[src/sv/spf_pkg.sv]
// Shared types, constants and the CRC byte update for the servo packet framer.
// No dependencies; every other file of the block imports this package.
package spf_pkg;

   localparam int unsigned QUEUE_DEPTH_DEFAULT = 4;

   localparam logic [7:0]  HDR_BYTE0 = 8'hFF;
   localparam logic [7:0]  HDR_BYTE1 = 8'hFF;
   localparam logic [7:0]  HDR_BYTE2 = 8'hFD;
   localparam logic [7:0]  HDR_BYTE3 = 8'h00;
   localparam logic [15:0] CRC_POLY  = 16'h8005;
   localparam logic [15:0] CRC_INIT  = 16'h0000;

   // One classified body byte as it sits in the queue.
   typedef struct packed {
      logic [7:0] body_byte;
      logic       first;
      logic       last;
   } spf_entry_type;

   // Back-end sequencer phases, one-hot.
   typedef enum logic [6:0] {
      P_HDR0  = 7'b0000001,
      P_HDR1  = 7'b0000010,
      P_HDR2  = 7'b0000100,
      P_HDR3  = 7'b0001000,
      P_BODY  = 7'b0010000,
      P_CRCLO = 7'b0100000,
      P_CRCHI = 7'b1000000
   } spf_phase_type;

   // CRC-16, poly 0x8005, MSB first, one byte.
   function automatic logic [15:0] crc_feed(input logic [15:0] crc, input logic [7:0] b);
      logic [15:0] c;
      c = crc ^ {b, 8'h00};
      for (int k = 0; k < 8; k++) begin
         if (c[15]) begin
            c = {c[14:0], 1'b0} ^ CRC_POLY;
         end else begin
            c = {c[14:0], 1'b0};
         end
      end
      return c;
   endfunction

endpackage

[src/sv/spf_front.sv]
// Front end of the framer: accepts body bytes and marks the first of each packet.
// Depends on spf_pkg.
module spf_front (
   input  logic                   clock,
   input  logic                   reset,
   input  logic                   req_valid,
   output logic                   req_ready,
   input  logic [7:0]             req_body_byte,
   input  logic                   req_body_last,
   input  logic                   q_full,
   output logic                   push,
   output spf_pkg::spf_entry_type push_entry
);
   import spf_pkg::*;

   logic inside_ff;
   logic inside_in;

   assign req_ready = !q_full;
   assign push      = req_valid && req_ready;

   assign push_entry.body_byte = req_body_byte;
   assign push_entry.first     = !inside_ff;
   assign push_entry.last      = req_body_last;

   always_comb begin
      inside_in = inside_ff;
      if (push) begin
         inside_in = !req_body_last;
      end
   end

   always_ff @(posedge clock) begin
      if (reset) begin
         inside_ff <= 1'b0;
      end else begin
         inside_ff <= inside_in;
      end
   end

endmodule

[src/sv/spf_queue.sv]
// Small register FIFO between front and back end of the framer.
// Depends on spf_pkg. DEPTH must be a power of two, at least 2.
module spf_queue #(
   parameter int unsigned DEPTH = spf_pkg::QUEUE_DEPTH_DEFAULT
) (
   input  logic                   clock,
   input  logic                   reset,
   input  logic                   push,
   input  spf_pkg::spf_entry_type push_entry,
   input  logic                   pop,
   output spf_pkg::spf_entry_type head,
   output logic                   head_valid,
   output logic                   full
);
   import spf_pkg::*;

   localparam int unsigned ADDR_W = $clog2(DEPTH);
   localparam int unsigned CNT_W  = $clog2(DEPTH + 1);

   spf_entry_type     mem_ff [DEPTH];
   logic [ADDR_W-1:0] wr_ptr_ff, wr_ptr_in;
   logic [ADDR_W-1:0] rd_ptr_ff, rd_ptr_in;
   logic [CNT_W-1:0]  count_ff, count_in;

   assign head       = mem_ff[rd_ptr_ff];
   assign head_valid = (count_ff != '0);
   assign full       = (count_ff == CNT_W'(DEPTH));

   always_comb begin
      wr_ptr_in = wr_ptr_ff;
      rd_ptr_in = rd_ptr_ff;
      count_in  = count_ff;
      if (push) begin
         wr_ptr_in = wr_ptr_ff + 1'b1;
      end
      if (pop) begin
         rd_ptr_in = rd_ptr_ff + 1'b1;
      end
      if (push && !pop) begin
         count_in = count_ff + 1'b1;
      end else if (pop && !push) begin
         count_in = count_ff - 1'b1;
      end
   end

   always_ff @(posedge clock) begin
      if (reset) begin
         wr_ptr_ff <= '0;
         rd_ptr_ff <= '0;
         count_ff  <= '0;
      end else begin
         wr_ptr_ff <= wr_ptr_in;
         rd_ptr_ff <= rd_ptr_in;
         count_ff  <= count_in;
      end
   end

   always_ff @(posedge clock) begin
      if (push) begin
         mem_ff[wr_ptr_ff] <= push_entry;
      end
   end

endmodule

[src/sv/spf_back.sv]
// Back end of the framer: sequences header, body and CRC bytes into the output register.
// Depends on spf_pkg.
module spf_back (
   input  logic                   clock,
   input  logic                   reset,
   input  spf_pkg::spf_entry_type head,
   input  logic                   head_valid,
   output logic                   pop,
   output logic                   rsp_valid,
   input  logic                   rsp_ready,
   output logic [7:0]             rsp_wire_byte,
   output logic                   rsp_frame_end
);
   import spf_pkg::*;

   spf_phase_type state_ff, state_in;
   logic [15:0]   crc_ff, crc_in;
   logic          valid_ff, valid_in;
   logic [7:0]    byte_ff, byte_in;
   logic          end_ff, end_in;
   logic          advance;
   logic          counted;

   assign advance = head_valid && (!valid_ff || rsp_ready);

   always_comb begin
      state_in = state_ff;
      byte_in  = head.body_byte;
      end_in   = 1'b0;
      counted  = 1'b0;
      pop      = 1'b0;
      crc_in   = crc_ff;
      case (state_ff)
         P_HDR0: begin
            if (head.first) begin
               byte_in  = HDR_BYTE0;
               counted  = 1'b1;
               state_in = P_HDR1;
            end else begin
               counted = 1'b1;
               if (head.last) begin
                  state_in = P_CRCLO;
               end else begin
                  pop = 1'b1;
               end
            end
         end
         P_HDR1: begin
            byte_in  = HDR_BYTE1;
            counted  = 1'b1;
            state_in = P_HDR2;
         end
         P_HDR2: begin
            byte_in  = HDR_BYTE2;
            counted  = 1'b1;
            state_in = P_HDR3;
         end
         P_HDR3: begin
            byte_in  = HDR_BYTE3;
            counted  = 1'b1;
            state_in = P_BODY;
         end
         P_BODY: begin
            counted = 1'b1;
            if (head.last) begin
               state_in = P_CRCLO;
            end else begin
               pop      = 1'b1;
               state_in = P_HDR0;
            end
         end
         P_CRCLO: begin
            byte_in  = crc_ff[7:0];
            state_in = P_CRCHI;
         end
         P_CRCHI: begin
            byte_in  = crc_ff[15:8];
            end_in   = 1'b1;
            pop      = 1'b1;
            crc_in   = CRC_INIT;
            state_in = P_HDR0;
         end
         default: begin
            state_in = P_HDR0;
         end
      endcase
      if (counted) begin
         crc_in = crc_feed(crc_ff, byte_in);
      end
      if (!advance) begin
         state_in = state_ff;
         crc_in   = crc_ff;
         pop      = 1'b0;
      end
   end

   always_comb begin
      valid_in = valid_ff;
      if (advance) begin
         valid_in = 1'b1;
      end else if (rsp_ready) begin
         valid_in = 1'b0;
      end
   end

   always_ff @(posedge clock) begin
      if (reset) begin
         state_ff <= P_HDR0;
         crc_ff   <= CRC_INIT;
         valid_ff <= 1'b0;
      end else begin
         state_ff <= state_in;
         crc_ff   <= crc_in;
         valid_ff <= valid_in;
      end
   end

   always_ff @(posedge clock) begin
      if (advance) begin
         byte_ff <= byte_in;
         end_ff  <= end_in;
      end
   end

   assign rsp_valid     = valid_ff;
   assign rsp_wire_byte = byte_ff;
   assign rsp_frame_end = end_ff;

endmodule

[src/sv/servo_packet_framer_crc16.sv]
// Top level of the servo packet framer with CRC-16 trailer.
// Depends on spf_pkg, spf_front, spf_queue and spf_back.
//
// Takes a packet body one byte per transfer (req_body_last on the final byte) and
// sends out the framed packet one byte per transfer: header FF FF FD 00, the body
// bytes unchanged, then CRC low and CRC high (rsp_frame_end set on the high byte).
// CRC-16 poly 0x8005, MSB first, init 0, no final xor, over header and body; no
// byte stuffing. Rate: one output byte per cycle while rsp_ready is high and the queue
// holds an entry, from a single-byte sequencer; a middle body byte gives one output
// byte, a first byte five and a last byte three, so a packet of N body bytes gives
// N + 6 output bytes. The front accepts a byte per cycle while the QUEUE_DEPTH-entry
// queue (power of two, 2 or more) has room, so the sender keeps going during the header
// and CRC bytes until it fills. Each byte is held in the queue, then in the output register.
module servo_packet_framer_crc16 #(
   parameter int unsigned QUEUE_DEPTH = spf_pkg::QUEUE_DEPTH_DEFAULT
) (
   input  logic       clock,
   input  logic       reset,
   input  logic       req_valid,
   output logic       req_ready,
   input  logic [7:0] req_body_byte,
   input  logic       req_body_last,
   output logic       rsp_valid,
   input  logic       rsp_ready,
   output logic [7:0] rsp_wire_byte,
   output logic       rsp_frame_end
);
   import spf_pkg::*;

   spf_entry_type push_entry;
   spf_entry_type head;
   logic          push;
   logic          pop;
   logic          head_valid;
   logic          q_full;

   // front: handshake and first-byte marking
   spf_front u_front (
      .clock         (clock),
      .reset         (reset),
      .req_valid     (req_valid),
      .req_ready     (req_ready),
      .req_body_byte (req_body_byte),
      .req_body_last (req_body_last),
      .q_full        (q_full),
      .push          (push),
      .push_entry    (push_entry)
   );

   // decoupling queue
   spf_queue #(
      .DEPTH (QUEUE_DEPTH)
   ) u_queue (
      .clock      (clock),
      .reset      (reset),
      .push       (push),
      .push_entry (push_entry),
      .pop        (pop),
      .head       (head),
      .head_valid (head_valid),
      .full       (q_full)
   );

   // back: header / body / CRC sequencer and output register
   spf_back u_back (
      .clock         (clock),
      .reset         (reset),
      .head          (head),
      .head_valid    (head_valid),
      .pop           (pop),
      .rsp_valid     (rsp_valid),
      .rsp_ready     (rsp_ready),
      .rsp_wire_byte (rsp_wire_byte),
      .rsp_frame_end (rsp_frame_end)
   );

endmodule

[config.mk]
export PLATFORM = sky130hd
export DESIGN_NAME = servo_packet_framer_crc16
export DESIGN_NICKNAME = d
export VERILOG_FILES = /design/src/sv/spf_pkg.sv /design/src/sv/spf_front.sv /design/src/sv/spf_queue.sv /design/src/sv/spf_back.sv /design/src/sv/servo_packet_framer_crc16.sv
export SDC_FILE = /design/constraint.sdc
export NUM_CORES = 1
export LEC_CHECK = 0
export ABC_AREA = 1
export BUFFER_PORTS_ARGS = -buffer_cell sky130_fd_sc_hd__clkbuf_2
export CAP_MARGIN = 20
export CORE_MARGIN = 5
export CORE_UTILIZATION = 40
export DETAILED_ROUTE_END_ITERATION = 6
export PLACE_DENSITY = 0.58
export SKIP_LAST_GASP = 1
export SLEW_MARGIN = 30
export SYNTH_ARGS = -nofsm -noshare
export SYNTH_HDL_FRONTEND = slang
export SYNTH_SLANG_ARGS = --single-unit
[constraint.sdc]
create_clock -name clock -period 7.9 [get_ports clock]
set_clock_uncertainty 0.05 [all_clocks]
set_input_delay 1.185 -clock clock [delete_from_list [all_inputs] [get_ports clock]]
set_output_delay 1.185 -clock clock [all_outputs]
set_load 0.02 [all_outputs]
==> results.md <==
* Initial DRC Count at 169
* PortBufs at 23
* Setup TNS at 0 ps
* Yosys reg bits at 83
* Clock transition at path regs at 90 ps
* Count leader, synth: nand2_1
* Static leakage at 0.00174 uW
* Die X at 111 um
* Die Area at 12,200 um^2
* CTS tree: done
* Arr. time, crit path at 3770 ps
* Register-to-register setup slack at 4360 ps
* Worst Path Buf+Inv at 1
* WL final at 8.67 mm
* Largest incremental delay on the critical path at 790 ps
* Layout cells sized above 1 at 18.2%
* Register area share after synthesis at 53.3%
* Clock tree root buffer cell: clkbuf_8
* Post_cts resized at 0
* Clock buffer count from CTS at 9
* Setup bufs post-CTS at 0
* Hold path cells at 2
* Drt via density at 4.99
* Pint at 1040 uW
* Cells on worst reg2reg path at 20
* Clock Tree Buf Depth at 2
* Post-synthesis simple-gate area fraction at 26.0%
* Core box area at 9820 um^2
* Post-synth top area cell: edfxtp_1
* VDD IR max at 186 uV
* FFs w/ async S/R, synth at 0%
* Hold Vio Cnt, Final at 0
* Antenna diodes at 0
* Max cap viols at 0
* Mapped Cells at 455
* Row count at 36
* Final setup fails at 0
* Top cell type's share of synthesized area at 36.4%
* Slowest-stage cell, CP: dfxtp_1
* CP Max Fanout at 22
* HP Start: u_back.crc_ff[9]$_SDFFE_PP0P_
* Clock Latency Late Sink at 360 ps
* Post-Synth XOR/XNOR Area at 1.86%
* Fin util at 45.5%
* Hold bufs inserted after CTS at 0
* Starting Density at 41.1%
* Top cells by count, synth: nand2_1 (103), edfxtp_1 (49), nand3_1 (45), inv_1 (40), nor2_1 (38)
* Critical path capture point type: flop
* Ys flop type: edfxtp_1
* Vias in the first global route at 3,113
* Initial antenna violation count at 0
* Worst min-delay path class: flop to flop
* GPL Wtd Cong at 0.805
* First-pass GRT wire length at 15.0 mm
* Total Routing Usage GR at 15.0%
* Synth top area cells: edfxtp_1 (36%), dfxtp_1 (17%), nand2_1 (9.6%)
* WS Path Type: flop to flop
* Final ANT Viol Nets at 0
* Largest net degree at the start of global routing at 23
* Worst Path Required at 8130 ps
* DIE HEIGHT at 111 um
* Pre-CTS setup slack at 4420 ps
* Hold slack at 423 ps
* Period Utilization, post-route at 44.8%
* Clock power share at 14.5%
* Net Count, Synth at 474
* Final worst slack at 4360 ps
* Fin crit period at 3540 ps
* Mapped Area at 4040 um^2
* Switching share of power at 47.3%
* Post-synth EDFFs at 49
* Clock Sink Count at 83
* Routed len/inst at 14.1 um
* Status: complete, no violations
* R2R Path End: u_back.crc_ff[15]$_SDFFE_PP0P_
* Post-route cell area at 4470 um^2
* Combinational family with the most area after synthesis: simple AND/OR/NAND/NOR gates
* Worst path top cell family by delay: simple AND/OR/NAND/NOR gates
* Fin. max-slew vios at 0
* Synth cell types at 35
* Startpoint Class: flop
* Achievable Freq at 0.282 GHz
* Avg Cell Area, Syn at 8.88 um^2
* Synth Area in Compound Gates at 10.9%
* IO Pins at 24
* RSZ-0062 raised after global routing: false
* Cell Chain, Critical Path: inv_1 > nand2_1 > nand3_1 > nand2_1 > nor2_2 > nor2_8 > nand3_2 > nand2_1 > nand2_1 > nand2_1 > nand3_2 > nand2_2 > nand2_1 > nand3_1 > nand3_1 > nand3_1 > nand3_2 > nand3_1 > nand3_1 > a21oi_2
* Grt total ovfl at 0
* Area delta synth->final at 10.7%
* Fill count at 987
* Post-DP HPWL at 6.24 mm
* Worst-Margin Slew at 713 ps
* Relative slew margins at 52.4%
* Sequential Power Share at 33.6%
* Hold path endpoint: u_back.crc_ff[9]$_SDFFE_PP0P_
* Number of remaining DRC errors at 0
* Synth warn at 0
* Layout Nets at 497
* DR pass1 iterations at 4
* Combinational power share at 52.0%
* Mux contribution to synthesized area at 0%
* H-tree depth at 3
* Placement-stage cell area at 4290 um^2
* Post-Synth Adder-Cell Area at 2.04%
* Via count at 3,076
* Switching power at 933 uW
* PwrDens at 441 nW/um^2
## worst max path at each step
stage	startpoint	endpoint	depth (start not counted)
CTS	flop	u_back.crc_ff[15]$_SDFFE_PP0P_	20
floorplan	rsp_ready	u_queue.count_ff[1]$_SDFFE_PP0P_	10
detailed placement	flop	u_back.crc_ff[15]$_SDFFE_PP0P_	20
global route	flop	u_back.crc_ff[15]$_SDFFE_PP0P_	20
finish	flop	u_back.crc_ff[15]$_SDFFE_PP0P_	20
global placement	flop	u_back.crc_ff[15]$_SDFFE_PP0P_	16
## routing by layer
layer / wire length [um] / track usage [%] / vias up
met5: 0 / 0 / -
met4: 150 / 5.67 / 0
met3: 304 / 3.01 / 12
met2: 4070 / 24.0 / 40
met1: 4150 / 20.0 / 1446
li1: - / - / 1578
## power groups by stage
stage | combinational [uW] | clock [uW] | sequential, uW
final | 1030 | 285 | 663
after global routing | 1170 | 313 | 678
after CTS | 1030 | 296 | 664
after detailed placement | 1030 | 0 | 674
after global placement | 999 | 0 | 672
after floorplan | 777 | 0 | 686
## sequential cells by signal, summed over array words and instances, names as in the netlist, named ones only
register / cells
u_queue.wr_ptr_ff: 2
u_back.state_ff: 7
u_back.crc_ff: 16
u_front.inside_ff: 1
u_back.rsp_frame_end: 1
u_back.rsp_valid: 1
u_back.rsp_wire_byte: 8
u_queue.count_ff: 3
u_queue.rd_ptr_ff: 2
u_queue.mem_ff: 40
## final cells by class
cell class                 count  area [um^2]  share of cell area [%]
sequential                    83         2150                    48.1
multi-input combinational    311         1660                    37.2
inverter                      49          186                    4.17
tap                          133          166                    3.72
clock buffer                   9          124                    2.77
timing repair buffer          24          123                    2.74
clock inverter                 7         57.6                    1.29
## logic make-up (layout without fill, tap and decap cells)
group,Yosys count,after routing
adder cells (fa/ha/maj),6,6
flip-flops,83,83
AO/OA/AOI/OAI,78,78
AND/OR/NAND/NOR,221,221
XOR/XNOR,6,6
buffers and inverters,61,89
## stage by stage
step / total power, uW / instances
finish: 1970 / 616
global route: 2160 / 616
CTS: 1990 / 616
detailed placement: 1700 / 600
global placement: 1670 / 600
floorplan: 1460 / 455
## cells in the final DEF (no fill, tap or decap), drive strengths merged
master    instances
nand2           113
inv              53
nand3            51
edfxtp           49
nor2             46
dfxtp            34
a21oi            34
o21ai            33
clkbuf           32
o22ai             6
nand4             6
ha                5
xor2              5
nor3              3
a31oi             2
or2               2
o2111ai           2
clkinv            2
a32o              1
xnor2             1
fa                1
clkinvlp          1
buf               1
## worst min-delay path, stage by stage (launching register included)
cell and delay, ps:
dfxtp_1 320, nand2_1 60, a21oi_1 60
(Power assumes the default switching activity.)
